### src/design/ale_pkg.sv
// ----------------------------------------------------------------------------
// ale_pkg
// Shared sizes, operation and status codes, and the bundles that pass
// between the list engine modules.
// ----------------------------------------------------------------------------
package ale_pkg;

  localparam int DEPTH      = 64;
  localparam int ELEM_WIDTH = 32;
  localparam int IDX_W      = $clog2(DEPTH);
  localparam int CNT_W      = $clog2(DEPTH + 1);
  localparam int MODE_W     = 3;
  localparam int POS_W      = 7;
  localparam int VAL_W      = 32;
  localparam int STAT_W     = 2;

  localparam logic [CNT_W-1:0] DEPTH_CNT = CNT_W'(DEPTH);

  // operation codes
  localparam logic [MODE_W-1:0] M_APPEND = 3'd0;
  localparam logic [MODE_W-1:0] M_POP    = 3'd1;
  localparam logic [MODE_W-1:0] M_READ   = 3'd2;
  localparam logic [MODE_W-1:0] M_WRITE  = 3'd3;
  localparam logic [MODE_W-1:0] M_INSERT = 3'd4;
  localparam logic [MODE_W-1:0] M_DELETE = 3'd5;

  // status codes
  localparam logic [STAT_W-1:0] ST_OK    = 2'd0;
  localparam logic [STAT_W-1:0] ST_RANGE = 2'd1;
  localparam logic [STAT_W-1:0] ST_EMPTY = 2'd2;
  localparam logic [STAT_W-1:0] ST_FULL  = 2'd3;

  // memory port request from the sequencer
  typedef struct packed {
    logic                  we;
    logic [IDX_W-1:0]      waddr;
    logic [ELEM_WIDTH-1:0] wdata;
    logic                  re;
    logic [IDX_W-1:0]      raddr;
  } ram_req_t;

  // finished result of one request
  typedef struct packed {
    logic [VAL_W-1:0]  value;
    logic [STAT_W-1:0] status;
    logic [CNT_W-1:0]  count;
  } res_t;

endpackage

### src/design/ale_if.sv
// ----------------------------------------------------------------------------
// ale_if
// Valid/ready channels for list requests and list results.
// ----------------------------------------------------------------------------
interface ale_req_if;
  logic                          valid;
  logic                          ready;
  logic [ale_pkg::MODE_W-1:0]    mode;
  logic [ale_pkg::POS_W-1:0]     position;
  logic [ale_pkg::ELEM_WIDTH-1:0] element;

  modport source (output valid, mode, position, element, input ready);
  modport sink   (input valid, mode, position, element, output ready);
endinterface

interface ale_rsp_if;
  logic                       valid;
  logic                       ready;
  logic [ale_pkg::VAL_W-1:0]  read_value;
  logic [ale_pkg::STAT_W-1:0] status;
  logic [ale_pkg::CNT_W-1:0]  count;

  modport source (output valid, read_value, status, count, input ready);
  modport sink   (input valid, read_value, status, count, output ready);
endinterface

### src/design/ale_ram.sv
// ----------------------------------------------------------------------------
// ale_ram
// Simple dual-port RAM: one write port, one read port with registered data.
// ----------------------------------------------------------------------------
module ale_ram #(
  parameter int DEPTH = 64,
  parameter int WIDTH = 32,
  localparam int AW = $clog2(DEPTH)
) (
  input  logic             clk,
  input  logic             we,
  input  logic [AW-1:0]    waddr,
  input  logic [WIDTH-1:0] wdata,
  input  logic             re,
  input  logic [AW-1:0]    raddr,
  output logic [WIDTH-1:0] rdata
);

  logic [WIDTH-1:0] mem [DEPTH];

  // write port
  always_ff @(posedge clk) begin
    if (we) begin
      mem[waddr] <= wdata;
    end
  end

  // read port, registered data in the cycle after the address
  always_ff @(posedge clk) begin
    if (re) begin
      rdata <= mem[raddr];
    end
  end

endmodule

### src/design/ale_seq.sv
// ----------------------------------------------------------------------------
// ale_seq
// Request sequencer: checks each request against the fill count, drives the
// element memory and walks the shift one element per cycle.
// ----------------------------------------------------------------------------
module ale_seq (
  input  logic                             clk,
  input  logic                             rst,
  ale_req_if.sink                          req,
  output ale_pkg::ram_req_t                ram,
  input  logic [ale_pkg::ELEM_WIDTH-1:0]   rdata,
  output logic                             res_valid,
  input  logic                             res_ready,
  output ale_pkg::res_t                    res
);

  localparam logic [2:0] S_IDLE   = 3'd0;
  localparam logic [2:0] S_EXEC   = 3'd1;
  localparam logic [2:0] S_SHIFT  = 3'd2;
  localparam logic [2:0] S_FINAL  = 3'd3;
  localparam logic [2:0] S_RDWAIT = 3'd4;
  localparam logic [2:0] S_RESP   = 3'd5;

  localparam int IW = ale_pkg::IDX_W;
  localparam int CW = ale_pkg::CNT_W;

  logic [2:0]                       state, state_next;
  logic [ale_pkg::MODE_W-1:0]       mode, mode_next;
  logic [ale_pkg::POS_W-1:0]        pos, pos_next;
  logic [ale_pkg::ELEM_WIDTH-1:0]   elem, elem_next;
  logic [CW-1:0]                    cnt, cnt_next;
  logic [IW-1:0]                    rd_addr, rd_addr_next;
  logic [IW-1:0]                    rd_end, rd_end_next;
  logic                             rd_active, rd_active_next;
  logic                             wr_pend, wr_pend_next;
  logic [IW-1:0]                    wr_addr, wr_addr_next;
  logic [ale_pkg::VAL_W-1:0]        value, value_next;
  logic [ale_pkg::STAT_W-1:0]       status, status_next;

  logic [CW-1:0] cnt_last;
  logic [IW-1:0] idx_last;
  logic [IW-1:0] pos_idx;
  logic [CW-1:0] pos_cnt;
  logic          is_full;
  logic          is_empty;
  logic          is_ins;

  // compares and index forms shared among the operations
  assign cnt_last = cnt - CW'(1);
  assign idx_last = cnt_last[IW-1:0];
  assign pos_idx  = pos[IW-1:0];
  assign pos_cnt  = CW'(pos);
  assign is_full  = (cnt == ale_pkg::DEPTH_CNT);
  assign is_empty = (cnt == '0);
  assign is_ins   = (mode == ale_pkg::M_INSERT);

  assign req.ready = (state == S_IDLE);
  assign res_valid = (state == S_RESP);
  assign res.value  = value;
  assign res.status = status;
  assign res.count  = cnt;

  // sequencer next state and memory port control
  always_comb begin
    state_next     = state;
    mode_next      = mode;
    pos_next       = pos;
    elem_next      = elem;
    cnt_next       = cnt;
    rd_addr_next   = rd_addr;
    rd_end_next    = rd_end;
    rd_active_next = rd_active;
    wr_pend_next   = wr_pend;
    wr_addr_next   = wr_addr;
    value_next     = value;
    status_next    = status;
    ram.we    = 1'b0;
    ram.waddr = '0;
    ram.wdata = elem;
    ram.re    = 1'b0;
    ram.raddr = '0;

    unique case (state)
      S_IDLE: begin
        if (req.valid) begin
          mode_next  = req.mode;
          pos_next   = req.position;
          elem_next  = req.element;
          state_next = S_EXEC;
        end
      end

      S_EXEC: begin
        value_next  = '0;
        status_next = ale_pkg::ST_OK;
        state_next  = S_RESP;
        case (mode)
          ale_pkg::M_APPEND: begin
            if (is_full) begin
              status_next = ale_pkg::ST_FULL;
            end else begin
              ram.we    = 1'b1;
              ram.waddr = cnt[IW-1:0];
              cnt_next  = cnt + CW'(1);
            end
          end
          ale_pkg::M_POP: begin
            if (is_empty) begin
              status_next = ale_pkg::ST_EMPTY;
            end else begin
              ram.re     = 1'b1;
              ram.raddr  = idx_last;
              cnt_next   = cnt_last;
              state_next = S_RDWAIT;
            end
          end
          ale_pkg::M_READ: begin
            if (pos_cnt >= cnt || pos > ale_pkg::POS_W'(ale_pkg::DEPTH)) begin
              status_next = ale_pkg::ST_RANGE;
            end else begin
              ram.re     = 1'b1;
              ram.raddr  = pos_idx;
              state_next = S_RDWAIT;
            end
          end
          ale_pkg::M_WRITE: begin
            if (pos_cnt >= cnt || pos > ale_pkg::POS_W'(ale_pkg::DEPTH)) begin
              status_next = ale_pkg::ST_RANGE;
            end else begin
              ram.we    = 1'b1;
              ram.waddr = pos_idx;
            end
          end
          ale_pkg::M_INSERT: begin
            if (pos_cnt > cnt || pos > ale_pkg::POS_W'(ale_pkg::DEPTH)) begin
              status_next = ale_pkg::ST_RANGE;
            end else if (is_full) begin
              status_next = ale_pkg::ST_FULL;
            end else if (pos_cnt == cnt) begin
              // insert at the end is an append
              ram.we    = 1'b1;
              ram.waddr = pos_idx;
              cnt_next  = cnt + CW'(1);
            end else begin
              // move entries pos..cnt-1 up, starting from the top
              rd_addr_next   = idx_last;
              rd_end_next    = pos_idx;
              rd_active_next = 1'b1;
              wr_pend_next   = 1'b0;
              state_next     = S_SHIFT;
            end
          end
          ale_pkg::M_DELETE: begin
            if (pos_cnt >= cnt || pos > ale_pkg::POS_W'(ale_pkg::DEPTH)) begin
              status_next = ale_pkg::ST_RANGE;
            end else if (pos_cnt == cnt_last) begin
              // last element: nothing to move
              cnt_next = cnt_last;
            end else begin
              // move entries pos+1..cnt-1 down, starting from the bottom
              rd_addr_next   = pos_idx + IW'(1);
              rd_end_next    = idx_last;
              rd_active_next = 1'b1;
              wr_pend_next   = 1'b0;
              state_next     = S_SHIFT;
            end
          end
          default: begin
            status_next = ale_pkg::ST_OK;
          end
        endcase
      end

      S_SHIFT: begin
        // write back the element read in the previous cycle
        if (wr_pend) begin
          ram.we    = 1'b1;
          ram.waddr = wr_addr;
          ram.wdata = rdata;
        end
        if (rd_active) begin
          ram.re       = 1'b1;
          ram.raddr    = rd_addr;
          wr_pend_next = 1'b1;
          wr_addr_next = is_ins ? rd_addr + IW'(1) : rd_addr - IW'(1);
          if (rd_addr == rd_end) begin
            rd_active_next = 1'b0;
          end else begin
            rd_addr_next = is_ins ? rd_addr - IW'(1) : rd_addr + IW'(1);
          end
        end else begin
          wr_pend_next = 1'b0;
          state_next   = S_FINAL;
        end
      end

      S_FINAL: begin
        if (is_ins) begin
          ram.we    = 1'b1;
          ram.waddr = pos_idx;
          cnt_next  = cnt + CW'(1);
        end else begin
          cnt_next = cnt_last;
        end
        state_next = S_RESP;
      end

      S_RDWAIT: begin
        value_next = rdata;
        state_next = S_RESP;
      end

      S_RESP: begin
        if (res_ready) begin
          state_next = S_IDLE;
        end
      end

      default: begin
        state_next = S_IDLE;
      end
    endcase
  end

  // control state
  always_ff @(posedge clk) begin
    if (rst) begin
      state     <= S_IDLE;
      cnt       <= '0;
      rd_active <= 1'b0;
      wr_pend   <= 1'b0;
    end else begin
      state     <= state_next;
      cnt       <= cnt_next;
      rd_active <= rd_active_next;
      wr_pend   <= wr_pend_next;
    end
  end

  // request and result payload
  always_ff @(posedge clk) begin
    mode    <= mode_next;
    pos     <= pos_next;
    elem    <= elem_next;
    rd_addr <= rd_addr_next;
    rd_end  <= rd_end_next;
    wr_addr <= wr_addr_next;
    value   <= value_next;
    status  <= status_next;
  end

endmodule

### src/design/array_list_engine.sv
// ----------------------------------------------------------------------------
// array_list_engine
// Ordered list of elements in a fixed store with append, pop, read, write,
// insert and delete.
// ----------------------------------------------------------------------------
// One request is taken at a time and gives exactly one result. Append, write
// and any rejected request go from the execute state straight to the result;
// pop and read first pass a read-wait state. Insert and delete that move
// n > 0 elements pass a shift state and then a final state, and the single
// read and single write port of the element memory move one element per
// cycle. The result sits in an output register, so the next request is
// taken while it waits. After reset the list is empty at once; the memory is
// never cleared, as only entries below the count are ever read.
module array_list_engine (
  input  logic      clk,
  input  logic      rst,
  ale_req_if.sink   req,
  ale_rsp_if.source rsp
);

  ale_pkg::ram_req_t               ram;
  logic [ale_pkg::ELEM_WIDTH-1:0]  rdata;
  logic                            res_valid;
  logic                            res_ready;
  ale_pkg::res_t                   res;
  logic                            out_valid;

  ale_seq u_seq (
    .clk       (clk),
    .rst       (rst),
    .req       (req),
    .ram       (ram),
    .rdata     (rdata),
    .res_valid (res_valid),
    .res_ready (res_ready),
    .res       (res)
  );

  ale_ram #(
    .DEPTH (ale_pkg::DEPTH),
    .WIDTH (ale_pkg::ELEM_WIDTH)
  ) u_ram (
    .clk   (clk),
    .we    (ram.we),
    .waddr (ram.waddr),
    .wdata (ram.wdata),
    .re    (ram.re),
    .raddr (ram.raddr),
    .rdata (rdata)
  );

  // output register, loads when empty or being drained
  assign res_ready = !out_valid || rsp.ready;
  assign rsp.valid = out_valid;

  always_ff @(posedge clk) begin
    if (rst) begin
      out_valid <= 1'b0;
    end else if (res_ready) begin
      out_valid <= res_valid;
    end
  end

  always_ff @(posedge clk) begin
    if (res_ready && res_valid) begin
      rsp.read_value <= res.value;
      rsp.status     <= res.status;
      rsp.count      <= res.count;
    end
  end

endmodule

### src/flat_wrapper.sv
// flat-port wrapper written by rule: the top's interface ports become plain ports
module array_list_engine_flat 
  (clk, rst, req_valid, req_mode, req_position, req_element, req_ready, rsp_valid, rsp_read_value, rsp_status, rsp_count, rsp_ready);
  ale_req_if req_i ();
  ale_rsp_if rsp_i ();
  input  logic clk;
  input  logic rst;
  input wire logic [$bits(req_i.valid)-1:0] req_valid;
  input wire logic [$bits(req_i.mode)-1:0] req_mode;
  input wire logic [$bits(req_i.position)-1:0] req_position;
  input wire logic [$bits(req_i.element)-1:0] req_element;
  output wire logic [$bits(req_i.ready)-1:0] req_ready;
  output wire logic [$bits(rsp_i.valid)-1:0] rsp_valid;
  output wire logic [$bits(rsp_i.read_value)-1:0] rsp_read_value;
  output wire logic [$bits(rsp_i.status)-1:0] rsp_status;
  output wire logic [$bits(rsp_i.count)-1:0] rsp_count;
  input wire logic [$bits(rsp_i.ready)-1:0] rsp_ready;
  assign req_i.valid = req_valid;
  assign req_i.mode = req_mode;
  assign req_i.position = req_position;
  assign req_i.element = req_element;
  assign req_ready = req_i.ready;
  assign rsp_valid = rsp_i.valid;
  assign rsp_read_value = rsp_i.read_value;
  assign rsp_status = rsp_i.status;
  assign rsp_count = rsp_i.count;
  assign rsp_i.ready = rsp_ready;
  array_list_engine u_core (.clk(clk), .rst(rst), .req(req_i), .rsp(rsp_i));
endmodule
### config.mk
export PLATFORM = sky130hd
export DESIGN_NAME = array_list_engine_flat
export DESIGN_NICKNAME = d
export VERILOG_FILES = /design/src/design/ale_pkg.sv /design/src/design/ale_if.sv /design/src/design/ale_ram.sv /design/src/design/ale_seq.sv /design/src/design/array_list_engine.sv /design/src/flat_wrapper.sv
export SDC_FILE = /design/constraint.sdc
export NUM_CORES = 2
export LEC_CHECK = 0
export BUFFER_PORTS_ARGS = -buffer_cell sky130_fd_sc_hd__buf_2
export CORE_MARGIN = 3
export CORE_UTILIZATION = 50
export CTS_CLUSTER_DIAMETER = 200
export DETAILED_ROUTE_END_ITERATION = 16
export PLACE_DENSITY = 0.65
export SYNTH_ARGS = -nofsm -noshare
export SYNTH_HDL_FRONTEND = slang
export SYNTH_SLANG_ARGS = --single-unit
### constraint.sdc
create_clock -name clk -period 9.2 [get_ports clk]
set_input_delay 0.92 -clock clk [delete_from_list [all_inputs] [get_ports clk]]
set_output_delay 0.92 -clock clk [all_outputs]
set_load 0.02 [all_outputs]
==> impl_metrics.json <==
{
  "hp-class": "input pin to flip-flop",
  "grt_pass1_wl_um": 392000,
  "routabilityCongestion": 0.925,
  "fin_ws_ps": 3160,
  "overflow": 0,
  "synth_top_area_share_pct": 75.4,
  "cts_buffers": 216,
  "placed_cells": 8356,
  "synth.largest_area_cell": "edfxtp_1",
  "holdCritStartpoint": "req_element[31]",
  "io_pins": 89,
  "syn_inst": 6152,
  "syn_nets": 6211,
  "synthesis.area_mm2": 0.0882,
  "min_period_over_period_pct": 65.7,
  "fin_cells": 8772,
  "critPathMaxFanout": 90,
  "drive_above_1_share_pct": 11.3,
  "drtPass1Iterations": 6,
  "maxCapViolCount": 0,
  "syn_area_per_cell_um2": 14.3,
  "cp.required_ps": 9950,
  "antenna_found_initial": 16,
  "cts_tree": "yes",
  "cts_resized": 0,
  "cts.path.max_buffers": 3,
  "place_hpwl_um": 153000,
  "via_count": 56600,
  "drt_wl_total_um": 279000,
  "detail-route-antenna-nets": 0,
  "relSlewSlack_pct": 2.82,
  "powerDensity_mw_per_mm2": 217,
  "crit_arrival_ps": 6790,
  "core_area_mm2": 0.175,
  "final_cell_mix": "edfxtp_1, nand2_1, nand3_1",
  "htreeDepth": 4,
  "period_needed_ps": 6040,
  "place_ws_ps": 3340,
  "utilization_pct": 56.4,
  "synth-seq-area-share_pct": 75.7,
  "areaGrowthSynthToFinish_pct": 11.8,
  "synth_cell_types": 93,
  "wl_per_cell_um": 31.8,
  "crit_end": "u_core.u_ram.rdata[14]",
  "row_count": 153,
  "via_per_inst": 6.45,
  "grt_util_all_layers_pct": 30.4,
  "ys_ff_latch": 2228,
  "synth_edf_count": 2215,
  "r2r_end": "u_core.u_ram.rdata[14]",
  "start_util_pct": 50.5,
  "slew_viol_final": 0,
  "final-hold-violation-count": 0,
  "cp-end-kind": "flip-flop",
  "synth_area_leaders": "edfxtp_1, nand2_1, nand3_1, mux2i_1, a21oi_1",
  "synthArstFlopShare_pct": 0,
  "clkSlewWorstSetupHoldPaths_ps": 60,
  "rr_worst_depth": 14,
  "tightest_slew_ps": 1460,
  "die_h_um": 426,
  "first_iter_violations": 9894,
  "yosys_warnings": 0,
  "grt_max_degree": 167,
  "clock_skew_ps": 81.5,
  "clock_latency_ps": 910,
  "die_w_um": 426,
  "clkSinkCount": 2228,
  "ctsHoldBuffers": 0,
  "critPathLaunch": "u_core.u_seq.state[1]",
  "finalSetupViolations": 0,
  "rrSetupSlack_ps": 3160,
  "dieArea_mm2": 0.181,
  "critPathLaunchType": "flip-flop",
  "power.leakage_nw": 32.3,
  "portBuffers": 88,
  "fmax_ghz": 0.165,
  "grt_setup_unrepaired": "false",
  "clockRootBuffer": "clkbuf_16",
  "synth_ff_type": "edfxtp_1",
  "status": "finished clean",
  "r2r-start": "u_core.u_seq.state[1]",
  "irDropWorstVdd_mv": 0.193,
  "grt_pass1_vias": 52600,
  "post_cts_buffers": 0,
  "drc": 0,
  "finalNetCount": 6308,
  "setup_tns_ps": 0,
  "hold_depth": 1,
  "critical_path_class": "flip-flop to flip-flop",
  "final_common_cell": "edfxtp_1"
}
how the worst min path moves through the flow:
stage / to / slack, ps
2_1_floorplan: u_core.rsp.read_value[0] / 400
3_3_place_gp: u_core.rsp.status[1] / 400
3_5_place_dp: u_core.rsp.read_value[10] / 400
4_1_cts: u_core.u_seq.elem[31] / 160
5_1_grt: u_core.u_seq.mode[0] / 180
6_report: u_core.u_seq.elem[31] / 210
cell type report:
| type | instances | area (um2) |
|---|---|---|
| fillers | 13700 | 76100 |
| flip-flops and latches | 2228 | 66800 |
| multi-input cells | 3519 | 19900 |
| clock buffers | 274 | 5620 |
| well taps | 2325 | 2910 |
| repair buffers | 266 | 1940 |
| clock inverters | 125 | 1230 |
| inverters | 18 | 67.6 |
| diodes | 17 | 42.5 |
worst max-delay path, stage by stage, from the launching register on:
cell	delay, ps
dfxtp_1	470
nor3b_2	790
nand2_1	280
clkinv_1	320
nand2_1	140
o21a_1	140
buf_4	200
nand2_8	520
buf_4	570
buf_4	470
mux2i_1	160
a32oi_1	450
a21oi_1	130
a21oi_1	740
a221o_1	270
power by group:
| part | internal (W) | switching [W] |
|---|---|---|
| Combinational | 0.000243 | 0.000973 |
| Sequential | 0.0115 | 0.0000673 |
| Clock | 0.00472 | 0.00388 |
flip-flops by register name, summed over array words and instances, names as in the netlist, 2 cells and up:
name,flops
u_core.u_ram.mem,2048
u_core.rsp.read_value,32
u_core.u_ram.rdata,32
u_core.u_seq.elem,32
u_core.u_seq.value,32
u_core.rsp.count,7
u_core.u_seq.cnt,7
u_core.u_seq.pos,7
u_core.u_seq.rd_addr,6
u_core.u_seq.rd_end,6
u_core.u_seq.wr_addr,6
u_core.u_seq.mode,3
u_core.u_seq.state,3
u_core.rsp.status,2
u_core.u_seq.status,2
metal layers:
layer	part of all wire (%)	vias to the layer above	track usage (%)
li1	-	23600	-
met1	37	28300	42.3
met2	44	4092	45.2
met3	14	622	8.33
met4	4.7	2	13.1
met5	0.0047	-	0
kinds of logic after synthesis:
family,Yosys count,synth area share [%]
xor gates and xnor gates,30,0.298
DFF,2228,75.7
AOI/OAI and AO/OA,924,7.30
and+or+nand+nor,2334,11.5
adders and majority gates,13,0.185
buffers and inverters,405,2.40
muxes,218,2.54
per-stage QoR:
step                      power [W]  hold WS, ps  cell area, um2
after floorplan              0.0124          400           88200
final                        0.0214          207           98500
after detailed placement     0.0130          405           91600
after global placement       0.0129          402           91600
after global routing         0.0219          175           98500
after CTS                    0.0214          158           98500
Yosys cell counts, types with 14 or more instances:
cell type  instances
edfxtp_1        2215
nand2_1         1447
nand3_1          439
a21oi_1          272
buf_2            190
mux2i_1          174
nor2_1           157
a31oi_1          153
clkbuf_1         111
nand4_1          111
a32oi_1           94
and3_1            62
a211oi_1          57
buf_4             49
mux2_2            44
o21ai_0           44
a22oi_1           41
and2_1            36
o2111ai_1         35
a221oi_1          25
buf_6             23
o221ai_1          23
o22ai_1           22
xnor2_1           18
a221o_1           17
a32o_1            16
inv_1             16
nor3_1            16
buf_1             14
No activity file was read; power rests on OpenSTA's default activity.
